===== config.mk =====
export PLATFORM = sky130hd
export DESIGN_NAME = pnrs_divider
export DESIGN_NICKNAME = d
export VERILOG_FILES = /design/src/pnrs_pkg.sv /design/src/pnrs_divider.sv
export SDC_FILE = /design/constraint.sdc
export NUM_CORES = 2
export LEC_CHECK = 0
export BUFFER_PORTS_ARGS = -buffer_cell sky130_fd_sc_hd__buf_2
export CORE_UTILIZATION = 39
export CTS_BUF_LIST = sky130_fd_sc_hd__clkbuf_4 sky130_fd_sc_hd__clkbuf_8
export CTS_CLUSTER_DIAMETER = 200
export DETAILED_ROUTE_END_ITERATION = 16
export HOLD_SLACK_MARGIN = 0.1
export PLACE_DENSITY = 0.58
export SLEW_MARGIN = 20
export SYNTH_ARGS = -nofsm -noshare
export SYNTH_HDL_FRONTEND = slang
export SYNTH_SLANG_ARGS = --single-unit

===== constraint.sdc =====
create_clock -name clock -period 4.5 [get_ports clock]
set_input_delay 0.9 -clock clock [delete_from_list [all_inputs] [get_ports clock]]
set_output_delay 0.9 -clock clock [all_outputs]
set_load 0.03 [all_outputs]

===== src/pnrs_pkg.sv =====
package pnrs_pkg;

   localparam int CORDIC_STEPS_DEF = 16;
   localparam int ANGLE_BITS_DEF   = 16;
   localparam int TAB_LEN          = 24;

   localparam int CSR_ADDR_W = 5;
   localparam int CSR_DATA_W = 32;

   // Quotient width of the rate divider: |dlos| * 2^16 + step/2 stays below 2^33.
   localparam int DIV_NUM_W = 33;
   localparam int DIV_DEN_W = 16;

   // Arctangents of 2^-i, truncated Q2.30.
   localparam logic [31:0] ATAN_Q30 [TAB_LEN] = '{
      32'd843314856, 32'd497837829, 32'd263043836, 32'd133525158, 32'd67021686,
      32'd33543515, 32'd16775850, 32'd8388437, 32'd4194282, 32'd2097149,
      32'd1048575, 32'd524287, 32'd262143, 32'd131071, 32'd65535, 32'd32767,
      32'd16383, 32'd8191, 32'd4095, 32'd2047, 32'd1023, 32'd511, 32'd255,
      32'd127
   };
   localparam logic [31:0] HALF_PI_Q30 = 32'd1686629713;
   // 180/pi in Q16.
   localparam logic [22:0] R2D_Q16 = 23'd3754936;

   localparam logic [15:0] NAV_GAIN_RST         = 16'd8192;
   localparam logic [15:0] ROLL_GAIN_RST        = 16'd8192;
   localparam logic [11:0] SERVO_CENTER_RST     = 12'd1500;
   localparam logic [15:0] PULSE_PER_DEGREE_RST = 16'd15097;
   localparam logic [15:0] GRAVITY_RST          = 16'd2507;

   localparam logic [11:0] PULSE_MAX = 12'd4095;

   typedef enum logic [2:0] {
      REG_NAV_GAIN         = 3'd0,
      REG_ROLL_GAIN        = 3'd1,
      REG_SERVO_CENTER     = 3'd2,
      REG_PULSE_PER_DEGREE = 3'd3,
      REG_GRAVITY          = 3'd4
   } reg_index_type;

   typedef struct packed {
      logic signed [15:0] speed;
      logic signed [15:0] prev_los;
      logic signed [15:0] roll_now;
      logic [15:0]        step_time;
   } front_side_type;

   typedef struct packed {
      logic signed [15:0] los;
      logic               bad;
      logic signed [15:0] roll_now;
   } back_side_type;

   typedef struct packed {
      back_side_type      back;
      logic               neg;
      logic signed [15:0] speed;
   } div_side_type;

   // Q2.30 angle rounded half up to ab fraction bits.
   function automatic logic [32:0] q30_round(input logic [31:0] a, input int ab);
      logic [32:0] r;
      r = ({1'b0, a} + (33'd1 << (29 - ab))) >> (30 - ab);
      return r;
   endfunction

endpackage


===== src/pnrs_divider.sv =====
module pnrs_divider #(
   parameter int SIDE_W = 1
) (
   input  logic                                clock,
   input  logic                                reset,
   input  logic                                advance,
   input  logic                                in_valid,
   input  logic [pnrs_pkg::DIV_NUM_W-1:0]      in_num,
   input  logic [pnrs_pkg::DIV_DEN_W-1:0]      in_den,
   input  logic [SIDE_W-1:0]                   in_side,
   output logic                                out_valid,
   output logic [pnrs_pkg::DIV_NUM_W-1:0]      out_quo,
   output logic [SIDE_W-1:0]                   out_side
);
   import pnrs_pkg::*;

   localparam int NW = DIV_NUM_W;
   localparam int DW = DIV_DEN_W;

   // One quotient bit per stage; the dividend shifts out at the top while
   // quotient bits shift in at the bottom.
   logic          valid_ff [NW+1];
   logic [NW-1:0] num_ff   [NW+1];
   logic [DW-1:0] rem_ff   [NW+1];
   logic [DW-1:0] den_ff   [NW+1];
   logic [SIDE_W-1:0] side_ff [NW+1];

   always_comb begin
      valid_ff[0] = in_valid;
      num_ff[0]   = in_num;
      rem_ff[0]   = '0;
      den_ff[0]   = in_den;
      side_ff[0]  = in_side;
   end

   for (genvar k = 0; k < NW; k++) begin : g_bit
      logic [DW:0] trial;
      logic        take;

      assign trial = {rem_ff[k], num_ff[k][NW-1]};
      assign take  = trial >= {1'b0, den_ff[k]};

      always_ff @(posedge clock) begin
         if (reset) begin
            valid_ff[k+1] <= 1'b0;
         end else if (advance) begin
            valid_ff[k+1] <= valid_ff[k];
         end
      end

      always_ff @(posedge clock) begin
         if (advance) begin
            den_ff[k+1]  <= den_ff[k];
            side_ff[k+1] <= side_ff[k];
            num_ff[k+1]  <= {num_ff[k][NW-2:0], take};
            rem_ff[k+1]  <= take ? DW'(trial - {1'b0, den_ff[k]}) : trial[DW-1:0];
         end
      end
   end

   assign out_valid = valid_ff[NW];
   assign out_quo   = num_ff[NW];
   assign out_side  = side_ff[NW];

endmodule


**After elaboration in Yosys (flattened, before gate mapping)**

Cells that the tools add are included.
Widths: inputs -> output; s select.

- Bits in registers: 2179
- Input bits: 54
- Output and inout bits: 35
- Word-level logic and storage cells: 261

- Add/sub/neg operators: 32
- Magnitude comparators: 33
- Muxes and demuxes: 32

Operator list:

| operator | number |
|---|---|
| $ge 17x16->1 | 32 |
| $mux 16 | 31 |
| $sub 16x16->16 | 31 |
| $ge 1x16->1 | 1 |
| $sub 1x16->16 | 1 |
| $mux 1 | 1 |

**Logic depth before layout (Yosys ltp)**

- Word-level depth: 2
- Depth in mapped cells: 13
- Mapped depth without buffers: 11

**Least setup slack after synthesis**

No wires, ideal clock.

- Path kind: reg2reg
- Start point: reg den_ff[49] (netlist name)
- End point: reg rem_ff, in the netlist g_bit[31].trial[10], data pin
- Library setup time: 0.260 ns
- Arrival: 3.142 ns
- Data required time: 4.240 ns
- Setup slack: 1.098 ns
- Cell stages (with the launch flop): 12
- Buffers on the path: 1
- Clock period less this slack: 3.402 ns
- Path through: edfxtp_1 > inv_1 > ha_1 > nor2b_4 > o31a_1 > or4b_4 > a221o_2 > a21oi_2 > o21ai_2 > a211oi_4 > buf_12 > mux2_4

- Word-level cells in the longest chain between the ends: 2
- Elaborated cells between the ends (all ways): 3
- Those cells by class: add/sub: 1; order compare: 1; mux: 1

Ends and longest elaborated chain:

| item | line | text |
|---|---|---|
| from (decl) | pnrs_divider.sv:25 | `logic [DW-1:0] den_ff [NW+1];` |
| from (signal, indexed assignment) | pnrs_divider.sv:53 | `den_ff[k+1] <= den_ff[k];` |
| $sub 16x16->16 or $ge 17x16->1 (tied branches) | pnrs_divider.sv:56, pnrs_divider.sv:41 |  |
| $mux 16 (*) | pnrs_divider.sv:56 | `rem_ff[k+1] <= take ? DW'(trial - {1'b0, den_ff[k]}) : trial[DW-1:0];` |
| to (signal, indexed assignment) | pnrs_divider.sv:56 |  |
| to (decl) | pnrs_divider.sv:24 | `logic [DW-1:0] rem_ff [NW+1];` |

Mark *: on every way between the ends. The rest lies on a longest branch, timed or not.
A chain may end at the register's enable or synchronous reset.

**Final worst setup path**

- Start point: reg den_ff[198] (netlist name)
- End point: reg rem_ff, in the netlist g_bit[22].trial[15], data pin

Same word-level chain as after synthesis.

==> impl_metrics.json <==
{
  "result_of_the_run": "complete, no violations",
  "setup_fix_buffers_added_after_clock_tree_synthesis": 0,
  "worstPathCellList": "inv_1 > ha_1 > a21o_1 > a21oi_1 > a21oi_1 > a211oi_1 > o311ai_0 > o21ai_0 > and2_1 > mux2_2",
  "drv_cap": 0,
  "rows": 181,
  "first_global_vias": 53800,
  "design.die.area_um2": 248000,
  "post-place-cells": 9947,
  "overall_routed_net_length_um": 175000,
  "synth-adder-area-share_pct": 7.34,
  "worst_setup_path_endpoint": "g_bit[22].trial[15]",
  "floorplan.die.height_um": 498,
  "switching_power_uw": 22700,
  "gp_congestion": 0.856,
  "cts_bufs_inserted": 383,
  "worstPathMaxFanout": 16,
  "endpoint_kind": "register",
  "final-hold-violation-count": 0,
  "setup-tns-final_ns": 0,
  "crit_path_max_incr_delay_ns": 0.66,
  "top_level_ports": 89,
  "power_internal_uw": 48300,
  "syn-mean-instance-area_um2": 14.3,
  "routed_wire_length_per_instance_um": 16.5,
  "global_route_wire_length_before_repair_um": 283000,
  "fill_cell_count": 21700,
  "commonest_non_fill_non_tap_cell_in_the_layout": "edfxtp_1",
  "rr_endpoint": "g_bit[22].trial[15]",
  "period_share_pct": 82.9,
  "synth_enable_flop_cells": 2146,
  "initial_utilization_pct": 39.4,
  "grt_start_max_net_pins": 127,
  "grt_antenna_before_repair": 2,
  "combinational_family_with_the_most_area_after_synthesis": "compound AO/OA/AOI/OAI gates",
  "port-buffer-count": 88,
  "worst-path-stages": 10,
  "detail_route.drc_violations": 0,
  "cts_resized": 0,
  "p_leak_uw": 0.0418,
  "regToRegSetupSlack_ns": 0.77,
  "cts.root.buffer_cell": "clkbuf_8",
  "synth_seq_cells": 2179,
  "tritoncts": "done",
  "htree_num_levels": 5,
  "startpoint_type_of_the_worst_setup_path": "register",
  "netSwitchingFraction_pct": 31.9,
  "crit_start": "den_ff[198]",
  "cts_buffer_depth": 4,
  "postSynth.topFlopCell": "edfxtp_1",
  "unrepaired_setup_endpoints_after_global_routing": "false",
  "clk_pin_slew_ns": 0.06,
  "cp.required_ns": 5.25,
  "initialDrtViolationCount": 3475,
  "grt_use_total_pct": 14.0,
  "cellPowerDensity_nw_per_um2": 654,
  "final_max_slew_viol_count": 0,
  "firstDrtPassIters": 7,
  "final_net_count": 7779,
  "fmax_mhz": 268,
  "slew_headroom_pct": 28.1,
  "p_clk_share_pct": 24.7,
  "synthDominantCellAreaShare_pct": 67.1,
  "timing.critical_path.max_delay_family": "compound AO/OA/AOI/OAI gates",
  "finalSetupViolCount": 0,
  "area_delta_synth_final_pct": 13.0,
  "syn_nets": 7302,
  "synth_cell_types": 84,
  "cell_types_occupying_the_most_area_after_synthesis": "edfxtp_1, ha_1, mux2_2, inv_1, xnor2_1",
  "post_synth_mux_area_share_pct": 3.70,
  "share_seq_of_total_power_pct": 41.5,
  "timing.final.crit_period_ns": 3.73,
  "postLayoutCellArea_um2": 109000,
  "place_area_um2": 101000,
  "synthesis.yosys.warnings": 0,
  "postSynth.asyncResetShare_pct": 0,
  "synth_simple_gate_area_share_pct": 6.31,
  "clock-sinks": 2179,
  "ant_nets": 0,
  "worst_hold_path_type": "input port to register",
  "synthXorXnorAreaFrac_pct": 3.17,
  "power.ir.vdd_worst_uv": 324,
  "fraction_of_layout_instances_using_a_drive_strength_above_1_pct": 13.6,
  "clock_latency_ns": 1.06,
  "clock_skew_ns": 0.0973,
  "rr_worst_depth": 10,
  "critical_path_class": "register to register",
  "number_of_buffer_and_inverter_stages_on_the_critical_path": 1,
  "commonest_cells_after_routing_fill_and_taps_aside": "edfxtp_1, inv_1, ha_1",
  "post_synth_instance_area_um2": 96100,
  "synth_seq_area_share_pct": 67.8,
  "netlist_instances": 6703,
  "postCtsHoldBufs": 50,
  "grt-ovfl-total": 0,
  "synth_compound_area_share_pct": 8.52,
  "worstPathArrival_ns": 4.48,
  "fin_cells": 10600,
  "via_count": 52900,
  "placeableCoreArea_um2": 244000,
  "standard_cell_with_the_maximum_stage_delay_on_the_critical_path": "and2_1",
  "share_comb_of_total_power_pct": 33.9,
  "die_width_um": 498,
  "timing_worst_slew_pin_value_ns": 1.08,
  "drt-vias-per-instance": 4.97,
  "r2r_start": "den_ff[198]",
  "crit_top_cell": "a21oi_1",
  "detailed_place_hpwl_um": 118000,
  "yosysTopAreaCell": "edfxtp_1"
}
==> logic make-up after synthesis <==
family / count (synthesis)
DFF: 2179
xor gates and xnor gates: 348
buffers and inverters: 780
AOI/OAI and AO/OA: 1285
muxes: 321
and+or+nand+nor: 1245
adders and majority gates: 545
==> sequential cells by signal, summed over array words and instances (netlist names) <==
signal       flops
num_ff        1024
g_bit.trial    544
den_ff         512
out_quo         33
side_ff         32
valid_ff        32
out_side         1
out_valid        1
==> power groups by stage <==
stage,Sequential (uW),Combinational (uW),Clock (uW)
2_1_floorplan,28900,18800,0
3_3_place_gp,29900,23300,0
3_5_place_dp,29900,23900,0
4_1_cts,29500,24100,18300
5_1_grt,29800,26900,19200
6_report,29400,24000,17500
==> routing by layer <==
layer	up-vias	part of all wire, %	GRT usage [%]
met5	-	0	0
met4	0	3.2	5.69
met3	405	4.6	3.12
met2	1063	48	23.3
met1	25500	44	17.7
li1	26000	-	-
==> stage by stage <==
stage | utilization, % | setup WS [ns] | power, uW | hold WS, ns
2_1_floorplan | - | 1.10 | 47600 | 0.400
3_3_place_gp | 41.3 | 0.772 | 53200 | 0.400
3_5_place_dp | 41.3 | 0.756 | 53700 | 0.405
4_1_cts | 44.5 | 0.733 | 71900 | 0.182
5_1_grt | 44.5 | 0.449 | 75900 | 0.224
6_report | 44.5 | 0.769 | 71000 | 0.333
==> Yosys cell counts (13+ instances only) <==
master,number
edfxtp_1,2146
inv_1,661
ha_1,514
o21ai_0,341
nand2_1,335
nor2_1,325
a21oi_1,312
mux2_2,243
xnor2_1,220
a21o_1,159
xor2_1,128
nor3_1,98
o21a_1,90
nor2b_1,86
nand2b_1,75
nand3_1,73
mux2i_1,71
nand4_1,69
clkbuf_1,67
a31oi_1,53
o31ai_1,45
a211oi_1,36
buf_4,33
dfxtp_1,33
a21boi_0,32
fa_1,31
and3_1,29
o21bai_1,29
or3_1,29
nor4_1,26
o31a_1,25
a41oi_1,17
or2_2,16
and2_1,14
buf_2,14
o211ai_1,14
o41ai_1,14
a211o_1,13
and4_1,13
o311ai_0,13
==> worst min-delay path by stage <==
| stage | startpoint | end | cells after the start |
|---|---|---|---|
| finish | reset | valid_ff[32] | 2 |
| global route | in_num[32] | g_bit[1].trial[1] | 3 |
| CTS | in_num[32] | g_bit[1].trial[1] | 3 |
| detailed placement | num_ff[691] | g_bit[14].trial[0] | 0 |
| global placement | num_ff[244] | num_ff[212] | 0 |
| floorplan | num_ff[823] | g_bit[10].trial[0] | 0 |
==> final cells by class <==
| class | count | area (um^2) | share of cell area [%] |
|---|---|---|---|
| sequential | 2179 | 65100 | 59.9 |
| multi-input combinational | 3744 | 28000 | 25.7 |
| clock buffer | 488 | 6080 | 5.60 |
| tap | 3202 | 4010 | 3.69 |
| inverter | 663 | 2490 | 2.29 |
| timing repair buffer | 209 | 1790 | 1.65 |
| clock inverter | 162 | 1180 | 1.09 |
| antenna | 2 | 5.00 | 0.00461 |
==> worst reg2reg max path: stages, from the launching register on <==
cell	delay [ns]
edfxtp_1	0.35
inv_1	0.05
ha_1	0.38
a21o_1	0.21
a21oi_1	0.20
a21oi_1	0.09
a211oi_1	0.54
o311ai_0	0.33
o21ai_0	0.20
and2_1	0.66
mux2_2	0.41
Note: power is estimated with default switching activity, not from simulation.
