===== src/pnrs_pkg.sv =====
package pnrs_pkg;

   localparam int CORDIC_STEPS_DEF = 16;
   localparam int ANGLE_BITS_DEF   = 16;
   localparam int TAB_LEN          = 24;

   localparam int CSR_ADDR_W = 5;
   localparam int CSR_DATA_W = 32;

   // Quotient width of the rate divider: |dlos| * 2^16 + step/2 stays below 2^33.
   localparam int DIV_NUM_W = 33;
   localparam int DIV_DEN_W = 16;

   // Arctangents of 2^-i, truncated Q2.30.
   localparam logic [31:0] ATAN_Q30 [TAB_LEN] = '{
      32'd843314856, 32'd497837829, 32'd263043836, 32'd133525158, 32'd67021686,
      32'd33543515, 32'd16775850, 32'd8388437, 32'd4194282, 32'd2097149,
      32'd1048575, 32'd524287, 32'd262143, 32'd131071, 32'd65535, 32'd32767,
      32'd16383, 32'd8191, 32'd4095, 32'd2047, 32'd1023, 32'd511, 32'd255,
      32'd127
   };
   localparam logic [31:0] HALF_PI_Q30 = 32'd1686629713;
   // 180/pi in Q16.
   localparam logic [22:0] R2D_Q16 = 23'd3754936;

   localparam logic [15:0] NAV_GAIN_RST         = 16'd8192;
   localparam logic [15:0] ROLL_GAIN_RST        = 16'd8192;
   localparam logic [11:0] SERVO_CENTER_RST     = 12'd1500;
   localparam logic [15:0] PULSE_PER_DEGREE_RST = 16'd15097;
   localparam logic [15:0] GRAVITY_RST          = 16'd2507;

   localparam logic [11:0] PULSE_MAX = 12'd4095;

   typedef enum logic [2:0] {
      REG_NAV_GAIN         = 3'd0,
      REG_ROLL_GAIN        = 3'd1,
      REG_SERVO_CENTER     = 3'd2,
      REG_PULSE_PER_DEGREE = 3'd3,
      REG_GRAVITY          = 3'd4
   } reg_index_type;

   typedef struct packed {
      logic signed [15:0] speed;
      logic signed [15:0] prev_los;
      logic signed [15:0] roll_now;
      logic [15:0]        step_time;
   } front_side_type;

   typedef struct packed {
      logic signed [15:0] los;
      logic               bad;
      logic signed [15:0] roll_now;
   } back_side_type;

   typedef struct packed {
      back_side_type      back;
      logic               neg;
      logic signed [15:0] speed;
   } div_side_type;

   // Q2.30 angle rounded half up to ab fraction bits.
   function automatic logic [32:0] q30_round(input logic [31:0] a, input int ab);
      logic [32:0] r;
      r = ({1'b0, a} + (33'd1 << (29 - ab))) >> (30 - ab);
      return r;
   endfunction

endpackage


===== src/pnrs_cordic.sv =====
module pnrs_cordic #(
   parameter int STEPS      = pnrs_pkg::CORDIC_STEPS_DEF,
   parameter int ANGLE_BITS = pnrs_pkg::ANGLE_BITS_DEF,
   parameter int W          = 36,
   parameter int SIDE_W     = 1
) (
   input  logic                         clock,
   input  logic                         reset,
   input  logic                         advance,
   input  logic                         in_valid,
   input  logic                         in_zero,
   input  logic signed [W-1:0]          in_x,
   input  logic signed [W-1:0]          in_y,
   input  logic [SIDE_W-1:0]            in_side,
   output logic                         out_valid,
   output logic signed [ANGLE_BITS+2:0] out_z,
   output logic [SIDE_W-1:0]            out_side
);
   import pnrs_pkg::*;

   localparam int ZW = ANGLE_BITS + 3;
   localparam logic signed [ZW-1:0] HALF_PI = ZW'(q30_round(HALF_PI_Q30, ANGLE_BITS));

   logic                valid_ff [STEPS+1];
   logic                zero_ff  [STEPS+1];
   logic signed [W-1:0] x_ff     [STEPS+1];
   logic signed [W-1:0] y_ff     [STEPS+1];
   logic signed [ZW-1:0] z_ff    [STEPS+1];
   logic [SIDE_W-1:0]   side_ff  [STEPS+1];

   logic signed [W-1:0]  x_in, y_in;
   logic signed [ZW-1:0] z_in;

   // A left half-plane vector is turned by a quarter turn first.
   always_comb begin
      x_in = in_x;
      y_in = in_y;
      z_in = '0;
      if (in_x < 0) begin
         if (in_y >= 0) begin
            x_in = in_y;
            y_in = -in_x;
            z_in = HALF_PI;
         end else begin
            x_in = -in_y;
            y_in = in_x;
            z_in = -HALF_PI;
         end
      end
   end

   always_ff @(posedge clock) begin
      if (reset) begin
         valid_ff[0] <= 1'b0;
      end else if (advance) begin
         valid_ff[0] <= in_valid;
      end
   end

   always_ff @(posedge clock) begin
      if (advance) begin
         zero_ff[0] <= in_zero;
         x_ff[0]    <= x_in;
         y_ff[0]    <= y_in;
         z_ff[0]    <= z_in;
         side_ff[0] <= in_side;
      end
   end

   for (genvar k = 0; k < STEPS; k++) begin : g_iter
      localparam logic signed [ZW-1:0] ANG = ZW'(q30_round(ATAN_Q30[k], ANGLE_BITS));
      logic signed [W-1:0] dx, dy;

      assign dx = y_ff[k] >>> k;
      assign dy = x_ff[k] >>> k;

      always_ff @(posedge clock) begin
         if (reset) begin
            valid_ff[k+1] <= 1'b0;
         end else if (advance) begin
            valid_ff[k+1] <= valid_ff[k];
         end
      end

      always_ff @(posedge clock) begin
         if (advance) begin
            zero_ff[k+1] <= zero_ff[k];
            side_ff[k+1] <= side_ff[k];
            if (y_ff[k] >= 0) begin
               x_ff[k+1] <= x_ff[k] + dx;
               y_ff[k+1] <= y_ff[k] - dy;
               z_ff[k+1] <= z_ff[k] + ANG;
            end else begin
               x_ff[k+1] <= x_ff[k] - dx;
               y_ff[k+1] <= y_ff[k] + dy;
               z_ff[k+1] <= z_ff[k] - ANG;
            end
         end
      end
   end

   assign out_valid = valid_ff[STEPS];
   assign out_z     = zero_ff[STEPS] ? '0 : z_ff[STEPS];
   assign out_side  = side_ff[STEPS];

endmodule


===== config.mk =====
export PLATFORM = sky130hd
export DESIGN_NAME = pnrs_cordic
export DESIGN_NICKNAME = d
export VERILOG_FILES = /design/src/pnrs_pkg.sv /design/src/pnrs_cordic.sv
export SDC_FILE = /design/constraint.sdc
export NUM_CORES = 2
export LEC_CHECK = 0
export BUFFER_PORTS_ARGS = -buffer_cell sky130_fd_sc_hd__buf_2
export CORE_MARGIN = 3
export CORE_UTILIZATION = 55
export CTS_CLUSTER_SIZE = 40
export DETAILED_ROUTE_END_ITERATION = 6
export GPL_TIMING_DRIVEN = 0
export PLACE_DENSITY = 0.72
export SYNTH_ARGS = -nofsm -noshare
export SYNTH_HDL_FRONTEND = slang
export SYNTH_SLANG_ARGS = --single-unit

===== constraint.sdc =====
create_clock -name clock -period 6.5 [get_ports clock]
set_clock_uncertainty 0.15 [all_clocks]
set_input_delay 0.65 -clock clock [delete_from_list [all_inputs] [get_ports clock]]
set_output_delay 0.65 -clock clock [all_outputs]
set_load 0.02 [all_outputs]

Word level (Yosys, flattened, before mapping) --
Memory sizes are Yosys's and may differ from the RTL's. Cells that the tools add are included.
Operators by class: add/subtract/negate cells 97, $lt $le $gt $ge 18, mux-type cells 174, bitwise gates (word level) 65
Operator list (count):
- two-way mux 36 bit | 36
- greater-or-equal comparator 36 x 1 -> 1 bit (second input constant) | 17
- two-way mux 19 bit | 19
- two-way mux 1 bit | 119
- adder 36 x 21 -> 36 bit | 2
- adder 36 x 22 -> 36 bit | 2
- adder 36 x 23 -> 36 bit | 2
- adder 36 x 24 -> 36 bit | 2
- adder 36 x 25 -> 36 bit | 2
- adder 36 x 26 -> 36 bit | 2
- adder 36 x 27 -> 36 bit | 2
- adder 36 x 28 -> 36 bit | 2
- adder 36 x 29 -> 36 bit | 2
- adder 36 x 30 -> 36 bit | 2
- adder 36 x 31 -> 36 bit | 2
- adder 36 x 32 -> 36 bit | 2
- adder 36 x 33 -> 36 bit | 2
- adder 36 x 34 -> 36 bit | 2
- adder 36 x 35 -> 36 bit | 2
- negator 36 bit | 2
- subtractor 36 x 21 -> 36 bit | 2
- subtractor 36 x 22 -> 36 bit | 2
- subtractor 36 x 23 -> 36 bit | 2
- subtractor 36 x 24 -> 36 bit | 2
- 45 further kinds | 123
Storage, ports and cells: register bits 0, RAM bits 1598, input port bits 78, word-level logic and storage cells 360, memories 6
Memory list:
- x_ff | depth 17, bits a word 36, rd ports 16, clocked after Yosys merged registers in 0, wr ports 17, line pnrs_cordic.sv:26 | logic signed [W-1:0] x_ff [STEPS+1];
- y_ff | depth 17, bits a word 36, rd ports 16, clocked after Yosys merged registers in 0, wr ports 17, line pnrs_cordic.sv:27 | logic signed [W-1:0] y_ff [STEPS+1];
- z_ff | depth 17, bits a word 19, rd ports 17, clocked after Yosys merged registers in 0, wr ports 17, line pnrs_cordic.sv:28 | logic signed [ZW-1:0] z_ff [STEPS+1];
- side_ff | depth 17, bits a word 1, rd ports 17, clocked after Yosys merged registers in 0, wr ports 17, line pnrs_cordic.sv:29 | logic [SIDE_W-1:0] side_ff [STEPS+1];
- valid_ff | depth 17, bits a word 1, rd ports 17, clocked after Yosys merged registers in 0, wr ports 17, line pnrs_cordic.sv:24 | logic valid_ff [STEPS+1];
- zero_ff | depth 17, bits a word 1, rd ports 17, clocked after Yosys merged registers in 0, wr ports 17, line pnrs_cordic.sv:25 | logic zero_ff [STEPS+1];

Depth between registers and ports, before layout --
depth in word-level cells 5, mapped depth 23

Least setup slack after synthesis --
Ideal clock, no wire load.
path kind in2reg, from input port advance, to memory x_ff[12][35], data pin, library setup time 260 ps, arrival time 4902 ps, setup slack 1188 ps, stages 19, cells stage by stage clkbuf_1 clkbuf_1 clkbuf_1 nand2_1 clkinv_1 buf_1 mux2i_1 ha_1 nor2b_1 o31a_1 nor4_2 nor4_1 o311a_1 nor2_1 o311ai_1 a41oi_1 o21ai_0 a21oi_1 xnor2_1
RTL lines:
- start: declaration | line pnrs_cordic.sv:9 | input logic advance,
- end: declaration | line pnrs_cordic.sv:26

==> impl_metrics.csv <==
group,metric,value,unit
final_layout,ff_latch_area,42100,sq um
detailed_routing,wl_per_cell,21.7,um
floorplan,ios,99,
detailed_routing,drt-vias-per-instance,6.18,
worst_setup_path,cp-start-kind,"primary input",
clock_network,post-cts-setup-buffers,0,
worst_setup_path,r2r-end,"y_ff[10][34]",
worst_setup_path,crit_chain,"buf_6 -> buf_16 -> buf_16 -> buf_6 -> clkbuf_8 -> nand2_2 -> clkinv_1 -> buf_4 -> nor2_1 -> xor2_1 -> ha_1 -> a21oi_1 -> nor2_1 -> o311a_1 -> o31ai_2 -> a311oi_1 -> a31oi_1 -> o21ai_1 -> a31o_2 -> a31oi_1 -> xnor2_1",
floorplan,dieArea,222000,sq um
grt,track_usage,29.9,%
final_layout,postLayoutCellArea,130000,sq um
sta,slew_violations,0,
final_layout,nFillCells,18196,
place,io_buffers,97,
place,routabilityCongestion,1.01,
clock_network,htreeDepth,4,
grt,grt_pass1_vias,93578,
clock_network,clock_sinks,1401,
detailed_routing,drt_wl_total,344000,um
worst_setup_path,critPathKind,"in -> reg",
detailed_routing,ant_nets,0,
logic_synthesis,syn_area,119000,sq um
floorplan,core_area,215000,sq um
sta,relSlewSlack,10.1,%
grt,grt_max_degree,73,
sta,max_freq,157,MHz
final_layout,multi_input_area,74000,sq um
floorplan,die_y,471,um
worst_setup_path,startpoint,"advance",
clock_network,worstSkewPairLatency,850,ps
worst_setup_path,worst-path-buf-inv,7,
detailed_routing,dr.pass1.iters,7,
worst_setup_path,critical_path_cell_count,21,
worst_setup_path,cp-end-kind,"register",
job,max-cap-violations,0,
logic_synthesis,synth_top_area_share,35.3,%
clock_network,cts_made_buffers,164,
floorplan,die_w,471,um
grt,grt_first_pass_wirelength,527000,um
outcome,failed_checks,"design-rule violations",
sta,worst_slack,139,ps
final_layout,fin_cells,15869,
final_layout,final_cell_mix,"1401 x edfxtp_1, 1285 x ha_1, 1271 x a21oi_1",
logic_synthesis,synth_top_flop_cell,"edfxtp_1",
clock_network,path_clk_slew,60,ps
grt,grt_antenna_before_repair,7,
clock_network,cts_tree,"yes",
detailed_routing,drc,7,
sta,finalCriticalPeriod,6360,ps
logic_synthesis,avgSynthCellArea,9.45,sq um
place,placed_area,124000,sq um
logic_synthesis,yosys.area.top_type,"edfxtp_1",
clock_network,cts.path.max_buffers,3,
floorplan,start_util,55.4,%
final_layout,area.growth.synth_to_final,8.83,%
detailed_routing,dr_total_vias,98074,
worst_setup_path,worstReg2RegStart,"y_ff[9][35]",
detailed_routing,drt_first_iter_violations,8850,
final_layout,drive_gt1_share,4.68,%
worst_setup_path,crit_family,"compound AO/OA/AOI/OAI gates",
worst_setup_path,cp_data_required_time,6930,ps
hold_path,whs_path_depth,3,
place,dp.cells,15553,
worst_setup_path,r2r_slack,350,ps
logic_synthesis,synth.area.top_cells,"edfxtp_1 35%, ha_1 14%, xnor2_1 8.6%",
grt,overflow,0,
outcome,outcome,"finished with violations",
worst_setup_path,cp_slowest_cell,"a31oi_1",
sta,hold_viol_final,0,
logic_synthesis,synth_seq_cells,1401,
worst_setup_path,arrival,6790,ps
worst_setup_path,critPathMaxStageDelay,480,ps
floorplan,rows,170,
grt,grtUsageMet3,4.12,%
logic_synthesis,ys_seq_area_share,35.3,%
logic_synthesis,synth_cell_types,107,
logic_synthesis,synth_edf_count,1401,
worst_setup_path,reg2regPathDepth,18,
place,place_ws,-3090,ps
grt,grt_use_met1,37.8,%
logic_synthesis,async_flop_share,0,%
logic_synthesis,syn_nets,14008,
place,hpwl,277000,um
final_layout,layout.nets,14293,
sta,final.setup.tns,0,ps
worst_setup_path,endpoint,"y_ff[9][32]",
clock_network,root_buffer,"clkbuf_16",
grt,busiest_layer,"met2",
hold_path,hp-class,"in -> reg",
sta,fin_crit_sh,97.9,%
worst_setup_path,crit_path_max_fanout,39,
sta,setup_viol,0,
logic_synthesis,syn-instance-count,12602,
sta,rsz0062_at_grt,"false",
grt,gr-usage-met2,49.8,%
sta,worst_pin_slew,1350,ps
logic_synthesis,yosysWarnings,0,
final_layout,final_common_cell,"edfxtp_1",
==> tightest hold or removal path: stages <==
cell and delay (ps):
buf_2 110, nor2_1 40, a21oi_1 110
==> Yosys cell counts, types with 76 or more instances <==
cell / instances
nand2_1: 740
a21o_1: 532
edfxtp_1: 1401
nor3_1: 276
nor2b_1: 190
nand4_1: 76
a31oi_1: 109
xnor2_1: 1175
o31ai_1: 180
ha_1: 1285
xor2_1: 667
o41ai_1: 88
and3_1: 91
or3_1: 106
and2_1: 79
o21a_1: 152
a21oi_1: 1271
o21bai_1: 175
o21ai_0: 745
clkbuf_1: 221
nor2_1: 1098
a211oi_1: 82
nand3_1: 201
inv_1: 534
nand2b_1: 222
nor4_1: 86
==> worst min path at each step <==
stage,from,end
global placement,z_ff[12][1],z_ff[13][1]
finish,in_x[24],x_ff[0][24]
CTS,in_x[24],x_ff[0][24]
global route,in_x[24],x_ff[0][24]
detailed placement,z_ff[7][1],z_ff[8][1]
floorplan,side_ff[9],side_ff[10]
==> state kept, by name, indices dropped and copies added, names as in the netlist <==
name      flops
y_ff        541
x_ff        525
z_ff        284
side_ff      17
valid_ff     17
zero_ff      17
==> cell type report <==
cell class / count / area share, %
diodes: 5 / 0.00966
plain buffers: 256 / 0.869
clock buffers: 191 / 3.26
clock inverters: 114 / 1.16
inverters: 544 / 1.58
multi-input cells: 10400 / 57.1
flip-flops and latches: 1401 / 32.5
well taps: 2838 / 2.74
repair buffers: 120 / 0.783
==> logic make-up (layout without fill, tap and decap cells) <==
kind of cell,Yosys count,in the layout,synth area share (%)
compound gates,3775,3775,20.0
xor+xnor,1842,1842,13.6
fa+ha+maj,1328,1328,14.2
buf+inv,801,1225,2.53
flops,1401,1401,35.3
mux,58,58,0.507
other cells,0,5,0
simple gates,3397,3397,13.8
==> what timing repair did <==
action / in CTS / in global routing
cloned: 1 / 0
hold buffers: 5 / 0
endpoints found under the hold margin: 5 / 0
endpoints found under the setup margin: 566 / 92
gates resized for setup: 43 / 15
==> metal layers <==
metal,up-vias,part of all wire [%]
met4,2,5.9
met3,742,6.7
met1,46822,41
met5,-,0.0032
met2,3523,47
li1,46985,-
==> stage by stage <==
step	util [%]	hold slack, ps
3_5_place_dp	57.5	255
5_1_grt	60.3	21.0
4_1_cts	60.3	1.43
2_1_floorplan	-	250
6_report	60.3	52.3
3_3_place_gp	57.3	252
Power is left out: the tool's default activity adds up to more than one toggle a clock period on the data nets, which glitch-free logic cannot reach.
